<file path="src/rtl/mvn_pkg.sv">
// ----------------------------------------------------------------------------
// mvn_pkg: shared types and constants of the mesh vertex normal engine
// Item layouts, the command passed from front to back, and sizes.
// ----------------------------------------------------------------------------
package mvn_pkg;

	localparam int MAX_VERTICES = 1024;
	localparam int IDX_W        = $clog2(MAX_VERTICES);
	localparam int CNT_W        = 11;
	localparam int COORD_W      = 16;
	localparam int NRM_W        = 16;
	localparam int SUM_W        = 24;
	localparam int Q_DEPTH      = 2;

	localparam logic [1:0] KIND_LOAD  = 2'd0;
	localparam logic [1:0] KIND_TRI   = 2'd1;
	localparam logic [1:0] KIND_QUERY = 2'd2;
	localparam logic [1:0] KIND_NONE  = 2'd3;

	typedef struct packed {
		logic [1:0]                kind;
		logic [9:0]                vertex_index;
		logic signed [COORD_W-1:0] pos_x;
		logic signed [COORD_W-1:0] pos_y;
		logic signed [COORD_W-1:0] pos_z;
		logic [9:0]                corner_a;
		logic [9:0]                corner_b;
		logic [9:0]                corner_c;
	} in_item_t;

	typedef struct packed {
		logic signed [NRM_W-1:0] normal_x;
		logic signed [NRM_W-1:0] normal_y;
		logic signed [NRM_W-1:0] normal_z;
		logic                    degenerate;
		logic                    index_error;
		logic                    from_query;
	} out_item_t;

	typedef enum logic [1:0] {
		OP_LOAD,
		OP_TRI,
		OP_QUERY,
		OP_ERR
	} op_t;

	typedef struct packed {
		op_t                       op;
		logic                      is_query;
		logic [IDX_W-1:0]          idx;
		logic [IDX_W-1:0]          ca;
		logic [IDX_W-1:0]          cb;
		logic [IDX_W-1:0]          cc;
		logic signed [COORD_W-1:0] px;
		logic signed [COORD_W-1:0] py;
		logic signed [COORD_W-1:0] pz;
	} cmd_t;

	typedef struct packed {
		logic clearing;
	} back_stat_t;

endpackage

</file>
<file path="src/rtl/mvn_queue.sv">
// ----------------------------------------------------------------------------
// mvn_queue: command queue between front and back
// Small FIFO so either side can stall without holding up the other.
// ----------------------------------------------------------------------------
module mvn_queue import mvn_pkg::*; (
	input  logic clk,
	input  logic arst_n,
	input  logic push,
	input  cmd_t wdata,
	output logic full,
	input  logic pop,
	output logic valid,
	output cmd_t rdata
);

	localparam int PTR_W = $clog2(Q_DEPTH);

	cmd_t             mem_q [Q_DEPTH];
	logic [PTR_W-1:0] wr_q, rd_q;
	logic [PTR_W:0]   cnt_q;

	assign full  = (cnt_q == (PTR_W+1)'(Q_DEPTH));
	assign valid = (cnt_q != '0);
	assign rdata = mem_q[rd_q];

	always_ff @(posedge clk or negedge arst_n) begin
		if (!arst_n) begin
			wr_q  <= '0;
			rd_q  <= '0;
			cnt_q <= '0;
			for (int i = 0; i < Q_DEPTH; i++) mem_q[i] <= '0;
		end else begin
			if (push) begin
				mem_q[wr_q] <= wdata;
				wr_q        <= (wr_q == PTR_W'(Q_DEPTH-1)) ? '0 : wr_q + 1'b1;
			end
			if (pop) begin
				rd_q <= (rd_q == PTR_W'(Q_DEPTH-1)) ? '0 : rd_q + 1'b1;
			end
			if (push && !pop) cnt_q <= cnt_q + 1'b1;
			else if (pop && !push) cnt_q <= cnt_q - 1'b1;
		end
	end

endmodule

</file>
<file path="config.mk">
export PLATFORM = sky130hd
export DESIGN_NAME = mvn_queue
export DESIGN_NICKNAME = d
export VERILOG_FILES = /design/src/rtl/mvn_pkg.sv /design/src/rtl/mvn_queue.sv
export SDC_FILE = /design/constraint.sdc
export NUM_CORES = 1
export LEC_CHECK = 0
export ABC_CLOCK_PERIOD_IN_PS = 1500
export BUFFER_PORTS_ARGS = -buffer_cell sky130_fd_sc_hd__buf_2
export CAP_MARGIN = 5
export CELL_PAD_IN_SITES_DETAIL_PLACEMENT = 2
export CELL_PAD_IN_SITES_GLOBAL_PLACEMENT = 2
export CORE_MARGIN = 8
export CORE_UTILIZATION = 35
export DETAILED_ROUTE_END_ITERATION = 6
export PLACE_DENSITY_LB_ADDON = 0.1
export REMOVE_ABC_BUFFERS = 1
export SLEW_MARGIN = 20
export SYNTH_ARGS = -nofsm -noshare
export SYNTH_HDL_FRONTEND = slang
export SYNTH_SLANG_ARGS = --single-unit
</file>
<file path="constraint.sdc">
create_clock -name clk -period 1.5 [get_ports clk]
set_input_delay 0.075 -clock clk [delete_from_list [all_inputs] [get_ports clk]]
set_output_delay 0.075 -clock clk [all_outputs]
set_load 0.01 [all_outputs]
</file>
==> results.yml <==
outcome:
  run_status: "finished with violations"
  failed_checks: "negative setup slack"
global_route:
  antenna_found_initial: 1
  groute.layer.met2.usage_pct: 27.8
  grt_start_max_net_pins: 42
  grt.met3_usage_pct: 4.36
  global_route.usage.met1_pct: 19.5
  grt.total_usage_pct: 16.0
  grt_busiest_layer: "met2"
  globalRouteOverflowTotal: 0
  via_count_of_the_first_global_routing_pass: 6359
  grt_pass1_wl_um: 36500
floorplanning:
  floorplan.rows: 57
  design.die.area_um2: 29600
  floorplan.core_area_um2: 24100
  die-width_um: 172
  design.portCount: 188
  die_height_um: 172
  floorplan.initialDensity_pct: 35.4
logic_synthesis:
  syn_area_um2: 8530
  yosys.cell_count.top_type: "sky130_fd_sc_hd__dfrtp_1"
  synthTopCellsByArea: "sky130_fd_sc_hd__dfrtp_1 55%, sky130_fd_sc_hd__mux2_2 24%, sky130_fd_sc_hd__mux2_4 16%"
  synth_edf_count: 0
  synth_top_cell_area_share_pct: 54.6
  synth_warnings: 0
  postSynth.topFlopCell: "sky130_fd_sc_hd__dfrtp_1"
  synthTopCellsByCount: "186 x sky130_fd_sc_hd__dfrtp_1, 183 x sky130_fd_sc_hd__mux2_2, 90 x sky130_fd_sc_hd__mux2_4"
  ys_seq_area_share_pct: 54.6
  netlist.top_cell.by_area: "sky130_fd_sc_hd__dfrtp_1"
  ys_types: 16
  netlist_instances: 500
  mean_instance_size_in_the_synthesized_netlist_um2: 17.1
  synth_seq_cells: 186
  async_flop_share_pct: 100
critical_path:
  arrival_ns: 1.72
  cpPeakStageDelay_ns: 0.51
  cp_slowest_cell: "sky130_fd_sc_hd__dfrtp_4"
  worstPathCellList: "buf_12, clkbuf_16, mux2_2, buf_2"
  start_kind: "register"
  worst-path-max-fanout: 12
  cp_data_required_time_ns: 1.42
  critical-path-top-delay-family: "flip-flops"
  critical_path_class: "reg -> out"
  worstSetupEndpointType: "output pin"
  critPathBufInv: 3
timing:
  crit_path_time_final_ns: 1.79
  setup_viol: 91
  max_slew.worst_pin.slew_ns: 0.431
  layout_setup_ws_ns: -0.291
  finalMaxSlewViolations: 0
  maximum_operating_frequency_ghz: 0.558
  timing.final.hold_violations: 0
  rsz_0062_raised_after_global_routing: "yes"
  max_slew_margin_pct: 71.2
  skew_ns: 0.00910
  post-route-period-util_pct: 119
route:
  postRouteAntennaNets: 0
  drc_errors: 0
  postRouteWirelength_um: 24000
  routedWlPerCell_um: 21.0
  detailedRoute.firstPassIterationCount: 4
  dr.first_iter.drc_count: 98
  vias: 5276
  vias_per_cell: 4.63
clock_network:
  clk_latency_ns: 0.43
  tritoncts_clock_tree: "done"
  clock_buffer_count_from_cts: 17
  cts_max_level: 4
  ctsRootBufferMaster: "sky130_fd_sc_hd__clkbuf_16"
  cts_num_sinks: 186
  path_clk_slew_ns: 0.08
  clk_path_buf_depth: 2
final_layout:
  final-seq-area_um2: 4660
  syn2layout_area_growth_pct: 37.4
  finish.cell_count_without_fillers: 1140
  finish.net_count: 898
  num-fill-cells: 2285
  ratio_of_cells_with_drive_above_1_in_the_final_layout_pct: 64.4
  area_occupied_by_multi_input_gates_um2: 3510
  final_util_pct: 48.6
pwr:
  vdd.ir_drop.worst_uv: 905
  powerDensity_nw_per_um2: 2260
  power.static_leakage_nw: 5.37
placed_design:
  placement.io_buffers: 187
  dp.final_hpwl_um: 15400
  gpl_wtd_cong: 0.739
  dp_slack_ns: 0.0881
  placedCellCount: 1004
flow_run:
  drv_cap: 0
worst_hold_path:
  holdCritPathClass: "in -> async"
[registers in the layout, summed over array words and instances, names as in the netlist]
register / flops
mem_q: 182
rd_q: 1
wr_q: 1
cnt_q: 2
[through the flow]
stage	cell area (µm²)	TNS (ns)	hold slack [ns]	power, W
after floorplan	8170	-262.42	-0.221	0.0159
after global placement	9900	0	0.0355	0.0202
after detailed placement	9900	0	0.0317	0.0208
after CTS	11500	-26.71	0.150	0.0261
after global routing	11700	-29.49	0.174	0.0281
final	11700	-23.69	0.150	0.0264
[per-layer routing]
layer  vias to the layer above  part of all wire, %
met3                        13                  5.2
met2                       128                   51
li1                       2393                    -
met4                         0                 0.91
met5                         -                    0
met1                      2742                   42
[power breakdown]
| part | total [W] | leakage (nW) | internal [W] | switching (W) |
|---|---|---|---|---|
| Clock | 0.00436 | 0.276 | 0.00221 | 0.00215 |
| Combinational | 0.0131 | 2.92 | 0.00776 | 0.00530 |
| Sequential | 0.00903 | 2.17 | 0.00760 | 0.00143 |
[cells by family after synthesis]
kind of cell | count (synthesis) | synth area share [%]
xor gates and xnor gates | 5 | 0.514
adders and majority gates | 1 | 0.147
and+or+nand+nor | 5 | 0.484
buffers and inverters | 30 | 4.26
DFF | 186 | 54.6
muxes | 273 | 40.0
[timing repair]
item / CTS / global route
buffers inserted: 3 / 0
resized for setup: 6 / 17
endpoints found under the hold margin: 370 / 0
gates cloned: 3 / 3
endpoints found under the setup margin: 91 / 91
hold buffers: 94 / 0
[worst paths after layout]
path / start / end / slack [ns] / cells after the start
setup / recovery: rd_q$_DFFE_PN0P_ / rdata[74] / -0.29 / 4
min in group clk: pop / rd_q$_DFFE_PN0P_ / 0.40 / 3
setup reg to reg: wr_q$_DFFE_PN0P_ / mem_q[133]$_DFFE_PN0P_ / 0.09 / 4
hold / removal: arst_n / mem_q[132]$_DFFE_PN0P_ / 0.15 / 2
hold reg to reg: cnt_q[1]$_DFFE_PN0P_ / cnt_q[1]$_DFFE_PN0P_ / 0.48 / 1
max in group asynchronous: arst_n / mem_q[141]$_DFFE_PN0P_ / 0.77 / 3
[cell usage in the layout, fill, tap and decap left out, drive strengths merged, types with 2 or more instances in the layout]
cell / instances
nor2b: 2
inv: 8
dlygate4sd3: 94
mux2: 273
xor2: 4
clkinv: 6
dfrtp: 186
clkbuf: 22
buf: 215
[final cells by class]
type                            count  area share, %
Timing Repair Buffer              312           22.0
Clock inverter                     13           1.10
Clock buffer                       19           3.69
Sequential cell                   186           39.8
Antenna cell                        1         0.0214
Inverter                            1         0.0320
Tap cell                          324           3.46
Multi-Input combinational cell    284           30.0
Note: power is estimated with default switching activity, not from simulation.
