**config.mk**
```make
export PLATFORM = sky130hd
export DESIGN_NAME = mvn_front
export DESIGN_NICKNAME = d
export VERILOG_FILES = /design/src/rtl/mvn_pkg.sv /design/src/rtl/mvn_front.sv
export SDC_FILE = /design/constraint.sdc
export NUM_CORES = 1
export LEC_CHECK = 0
export ABC_AREA = 1
export BUFFER_PORTS_ARGS = -buffer_cell sky130_fd_sc_hd__buf_2
export CAP_MARGIN = 30
export CORE_MARGIN = 5
export CORE_UTILIZATION = 38
export DETAILED_ROUTE_END_ITERATION = 10
export PLACE_DENSITY = 0.79
export SLEW_MARGIN = 15
export SYNTH_ARGS = -nofsm -noshare
export SYNTH_HDL_FRONTEND = slang
export SYNTH_SLANG_ARGS = --single-unit
```
**constraint.sdc**
```tcl
create_clock -name clk -period 2.9 [get_ports clk]
set_input_delay 0.435 -clock clk [delete_from_list [all_inputs] [get_ports clk]]
set_output_delay 0.435 -clock clk [all_outputs]
set_load 0.1 [all_outputs]
```
**src/rtl/mvn_pkg.sv**
```systemverilog
// ----------------------------------------------------------------------------
// mvn_pkg: shared types and constants of the mesh vertex normal engine
// Item layouts, the command passed from front to back, and sizes.
// ----------------------------------------------------------------------------
package mvn_pkg;

	localparam int MAX_VERTICES = 1024;
	localparam int IDX_W        = $clog2(MAX_VERTICES);
	localparam int CNT_W        = 11;
	localparam int COORD_W      = 16;
	localparam int NRM_W        = 16;
	localparam int SUM_W        = 24;
	localparam int Q_DEPTH      = 2;

	localparam logic [1:0] KIND_LOAD  = 2'd0;
	localparam logic [1:0] KIND_TRI   = 2'd1;
	localparam logic [1:0] KIND_QUERY = 2'd2;
	localparam logic [1:0] KIND_NONE  = 2'd3;

	typedef struct packed {
		logic [1:0]                kind;
		logic [9:0]                vertex_index;
		logic signed [COORD_W-1:0] pos_x;
		logic signed [COORD_W-1:0] pos_y;
		logic signed [COORD_W-1:0] pos_z;
		logic [9:0]                corner_a;
		logic [9:0]                corner_b;
		logic [9:0]                corner_c;
	} in_item_t;

	typedef struct packed {
		logic signed [NRM_W-1:0] normal_x;
		logic signed [NRM_W-1:0] normal_y;
		logic signed [NRM_W-1:0] normal_z;
		logic                    degenerate;
		logic                    index_error;
		logic                    from_query;
	} out_item_t;

	typedef enum logic [1:0] {
		OP_LOAD,
		OP_TRI,
		OP_QUERY,
		OP_ERR
	} op_t;

	typedef struct packed {
		op_t                       op;
		logic                      is_query;
		logic [IDX_W-1:0]          idx;
		logic [IDX_W-1:0]          ca;
		logic [IDX_W-1:0]          cb;
		logic [IDX_W-1:0]          cc;
		logic signed [COORD_W-1:0] px;
		logic signed [COORD_W-1:0] py;
		logic signed [COORD_W-1:0] pz;
	} cmd_t;

	typedef struct packed {
		logic clearing;
	} back_stat_t;

endpackage

```
**src/rtl/mvn_front.sv**
```systemverilog
// ----------------------------------------------------------------------------
// mvn_front: input acceptance and classification
// Holds vertex_count, checks indexes and turns each item but the unused kind into a command.
// ----------------------------------------------------------------------------
module mvn_front import mvn_pkg::*; (
	input  logic             clk,
	input  logic             arst_n,
	input  logic             in_valid,
	output logic             in_ready,
	input  in_item_t         in_data,
	input  logic             cfg_valid,
	output logic             cfg_ready,
	input  logic [CNT_W-1:0] cfg_data,
	input  back_stat_t       stat,
	input  logic             q_full,
	output logic             push,
	output cmd_t             push_cmd
);

	logic [CNT_W-1:0] vcount_q;
	logic [CNT_W-1:0] limit;
	logic             ok_v, ok_a, ok_b, ok_c;

	assign cfg_ready = 1'b1;

	always_ff @(posedge clk or negedge arst_n) begin
		if (!arst_n) begin
			vcount_q <= '0;
		end else if (cfg_valid) begin
			vcount_q <= cfg_data;
		end
	end

	assign limit = (vcount_q > CNT_W'(MAX_VERTICES)) ? CNT_W'(MAX_VERTICES) : vcount_q;
	assign ok_v  = CNT_W'(in_data.vertex_index) < limit;
	assign ok_a  = CNT_W'(in_data.corner_a) < limit;
	assign ok_b  = CNT_W'(in_data.corner_b) < limit;
	assign ok_c  = CNT_W'(in_data.corner_c) < limit;

	assign in_ready = !stat.clearing && !q_full;

	always_comb begin
		push_cmd          = '0;
		push_cmd.idx      = IDX_W'(in_data.vertex_index);
		push_cmd.ca       = IDX_W'(in_data.corner_a);
		push_cmd.cb       = IDX_W'(in_data.corner_b);
		push_cmd.cc       = IDX_W'(in_data.corner_c);
		push_cmd.px       = in_data.pos_x;
		push_cmd.py       = in_data.pos_y;
		push_cmd.pz       = in_data.pos_z;
		push_cmd.is_query = (in_data.kind == KIND_QUERY);
		unique case (in_data.kind)
			KIND_LOAD:  push_cmd.op = ok_v ? OP_LOAD : OP_ERR;
			KIND_TRI:   push_cmd.op = (ok_a && ok_b && ok_c) ? OP_TRI : OP_ERR;
			KIND_QUERY: push_cmd.op = ok_v ? OP_QUERY : OP_ERR;
			default:    push_cmd.op = OP_ERR;
		endcase
	end

	// drop the unused kind
	assign push = in_valid && in_ready && (in_data.kind != KIND_NONE);

endmodule

```
==> summary.txt <==
OUTCOME
------------------------------------------------------------------------------------------
Outcome                                                                       finished, violations left
Failing checks                                                                setup timing

CLOCK TREE
------------------------------------------------------------------------------------------
Clock edge transition at the registers on the reported setup and hold paths        0.05 ns
Insertion delay of the later-clocked pin in the worst-skew pair                    0.24 ns
CTS tree                                                                               yes
Clock buffer count from CTS                                                              3
Clock sinks                                                                             11
Number of buffers between clock root and the deepest sink                                2
CTS HTree Levels                                                                         1
Root Buffer Master                                                            sky130_fd_sc_hd__clkbuf_8

FINAL LAYOUT
------------------------------------------------------------------------------------------
Register with the most flip-flops                                                 vcount_q
Fraction of final layout cells sized beyond drive strength 1                        48.60%
Largest regs                                                                  vcount_q: 11 flops
Final non-filler cell area                                                        2439 um2
Sequential cell area in the final layout                                         275.3 um2
Layout Area Growth over Synthesis                                                   15.12%
# fillers                                                                              577
Fin util                                                                            44.56%
Antenna fix cells                                                                        0
Flip-flop count of the largest register, all copies and words added                     11
Area taken by multi-input logic gates                                             1315 um2
Net count, final                                                                       465

CRITICAL PATH
------------------------------------------------------------------------------------------
Data arrival at the endpoint of the critical path                                  2.65 ns
Delay of the slowest cell on the worst path                                        0.38 ns
Nature of the critical path endpoint                                            output pin
Number of buffers and inverters on the critical path                                     2
Most frequent CP cell                                                         sky130_fd_sc_hd__nand2_1
Largest fanout on the critical path                                                      4
Max stage delay cell, worst path                                              sky130_fd_sc_hd__dfrtp_1
Cell count of the worst reg-to-reg path                                                  2
Total stage count of the critical path                                                  15
Critical path start-end classification                                             reg2out
Worst setup SP type                                                                   flop
Chain of cells forming the critical path                                      nor4_2 > nand3_1 > o21ai_4 > buf_6 > nand2_2 > ha_1 > nand2_1 > nor2_2 > nand2_1 > a21oi_1 > nor2_2 > nand3_1 > nand2_1 > nand4_1 > buf_12
Data required time at the worst endpoint                                           2.47 ns
Critical R2R Launch                                                            vcount_q[5]
Cell type group with the largest total delay on the critical path             simple AND/OR/NAND/NOR gates
Crit path from                                                                 vcount_q[2]

YOSYS
------------------------------------------------------------------------------------------
Count leader, synth                                                           sky130_fd_sc_hd__buf_4
Leading register cell type out of synthesis                                   sky130_fd_sc_hd__dfrtp_1
Synthesis-stage register bit count                                                      11
Top area cells in the synthesized netlist                                     sky130_fd_sc_hd__buf_4, sky130_fd_sc_hd__ha_1, sky130_fd_sc_hd__dfrtp_1
Sequential cell area fraction in the yosys report                                   12.99%
Post-synthesis async set-or-reset flop share                                        100.0%
Count of flip-flops with a built-in enable after synthesis                               0
Most area-hungry cell type in the Yosys netlist                               sky130_fd_sc_hd__buf_4
Area of the mapped netlist                                                        2118 um2
Leading cell types by count after synthesis                                   sky130_fd_sc_hd__buf_4, sky130_fd_sc_hd__nand2_1, sky130_fd_sc_hd__ha_1
Number of distinct standard cells referenced by the synthesized netlist                 24
Synthesis Warnings                                                                       0
Top-area cell type share of the netlist area                                        31.54%
Number of instances in the synthesized netlist                                         297
Mean area per synthesized cell                                                   7.132 um2
Syn_nets                                                                               440

PLACED DESIGN
------------------------------------------------------------------------------------------
Final GP Congestion                                                                 0.8010
Worst slack at placement                                                        -0.1221 ns
Dpl hpwl                                                                           4533 um
Post-Place Cell Area                                                              2121 um2
# port buffers                                                                         103

FLOORPLAN
------------------------------------------------------------------------------------------
Number of placement rows                                                                27
Full die area                                                                     7167 um2
I/O Pins                                                                               201
Initial standard-cell utilization of the core                                       38.71%
Height of the die                                                                 84.66 um
Die W                                                                             84.66 um
Core area                                                                         5473 um2

STA
------------------------------------------------------------------------------------------
Clock Skew                                                                            0 ns
Setup TNS after final layout                                                    -0.3415 ns
Unrepaired setup endpoints after global routing                                        yes
Setup-failing EPs final                                                                  2
Fin worst setup slack                                                           -0.1871 ns
Maximum clock frequency                                                          323.9 MHz
Tcrit/Tclk final                                                                    106.5%
Number of endpoints with negative hold slack in the final report                         0
Number of pins exceeding their max-slew limit in the final report                        0
Shortest clock period the worst path allows after layout                          3.087 ns

GLOBAL ROUTE
------------------------------------------------------------------------------------------
Pin count of the biggest net entering global routing                                    19
Total congestion overflow                                                                0
Vias in the first global route                                                       1,920
Wire length of the first global-routing pass                                       8459 um
Overall Global Routing Usage                                                        14.22%
Initial antenna violation count                                                          0

DRT
------------------------------------------------------------------------------------------
Vias/cell                                                                            4.684
DRC violations left                                                                      0
Routed Wire Length                                                                 5205 um
Total via count in the routed design                                                 1,841
Avg WL per Cell                                                                   13.24 um
Remaining antenna violation count                                                        0
DRT iter0 DRCs                                                                          34
Router iterations before antenna repair                                                  4

PWR
------------------------------------------------------------------------------------------
Total chip power                                                                  1.002 mW
Ratio of total power to cell area                                             410.9 nW/um2
IR Drop Worst-Case VDD                                                            262.6 uV
Standby leakage power                                                             1.317 nW

MIN PATH
------------------------------------------------------------------------------------------
Class of the tightest hold or removal check                                       in2async

FLOW RUN
------------------------------------------------------------------------------------------
Total of max-cap violations                                                              0

==> per-stage QoR <==
step / hold WS [ns] / cells
global placement: 0.3079 / 386
floorplan: 0.1394 / 297
CTS: 0.05776 / 393
finish: 0.05453 / 393
global route: 0.07105 / 393
detailed placement: 0.3130 / 386
==> layout by cell type, fill, tap and decap left out, drive strengths merged <==
cell type and n:
dfrtp 11, o21ai 10, buf 111, a22oi 1
ha 36, o21bai 1, nor2 23, a21oi 16
and3 2, nor4 1, mux2 4, a21o 1
nand3 4, clkbuf 4, nand2 68, conb 1
inv 25, nand4 2
==> cell families (layout without fill, tap and decap cells) <==
group,after synthesis,in the layout,share of synthesized area (%)
other cells,1,1,0.1770
compound gates,29,29,7.738
mux,4,4,2.126
buf+inv,116,140,36.44
flops,11,11,12.99
fa+ha+maj,36,36,21.26
simple gates,100,100,19.26
==> metal layers <==
metal	wire length [um]	part of all wire [%]	global-route usage, %
met1	1953	38	15.80
met3	523	10	3.533
met4	155	3.0	6.331
met2	2572	49	25.41
met5	0	0	0
==> final cells by class <==
class / instances / share of cell area, %
Timing Repair Buffer: 111 / 25.30
Multi-Input combinational cell: 170 / 53.93
Sequential cell: 11 / 11.29
Inverter: 25 / 3.951
Tap cell: 72 / 3.694
Clock buffer: 4 / 1.847
==> worst paths after layout <==
path / slack, ns / end
setup / recovery: -0.19 / push_cmd[90]
hold / removal: 0.05 / vcount_q[5]
setup reg to reg: 1.97 / vcount_q[5]
hold reg to reg: 0.56 / vcount_q[1]
max in group asynchronous: 2.65 / vcount_q[9]
min in group clk: 0.41 / vcount_q[6]
==> power breakdown <==
| part | internal [mW] | leakage (nW) | switching, mW |
|---|---|---|---|
| Clock | 0.0962 | 0.0228 | 0.0537 |
| Sequential | 0.168 | 0.132 | 0.0111 |
| Combinational | 0.200 | 1.16 | 0.472 |
| Total | 0.465 | 1.32 | 0.537 |
==> repair_timing <==
action / in CTS / in global routing
hold buffers: 0 / 0
endpoints found under the setup margin: 2 / 2
setup buffers: 3 / 0
pin swaps: 13 / 3
gates resized for setup: 35 / 2
Note: power is estimated with default switching activity, not from simulation.
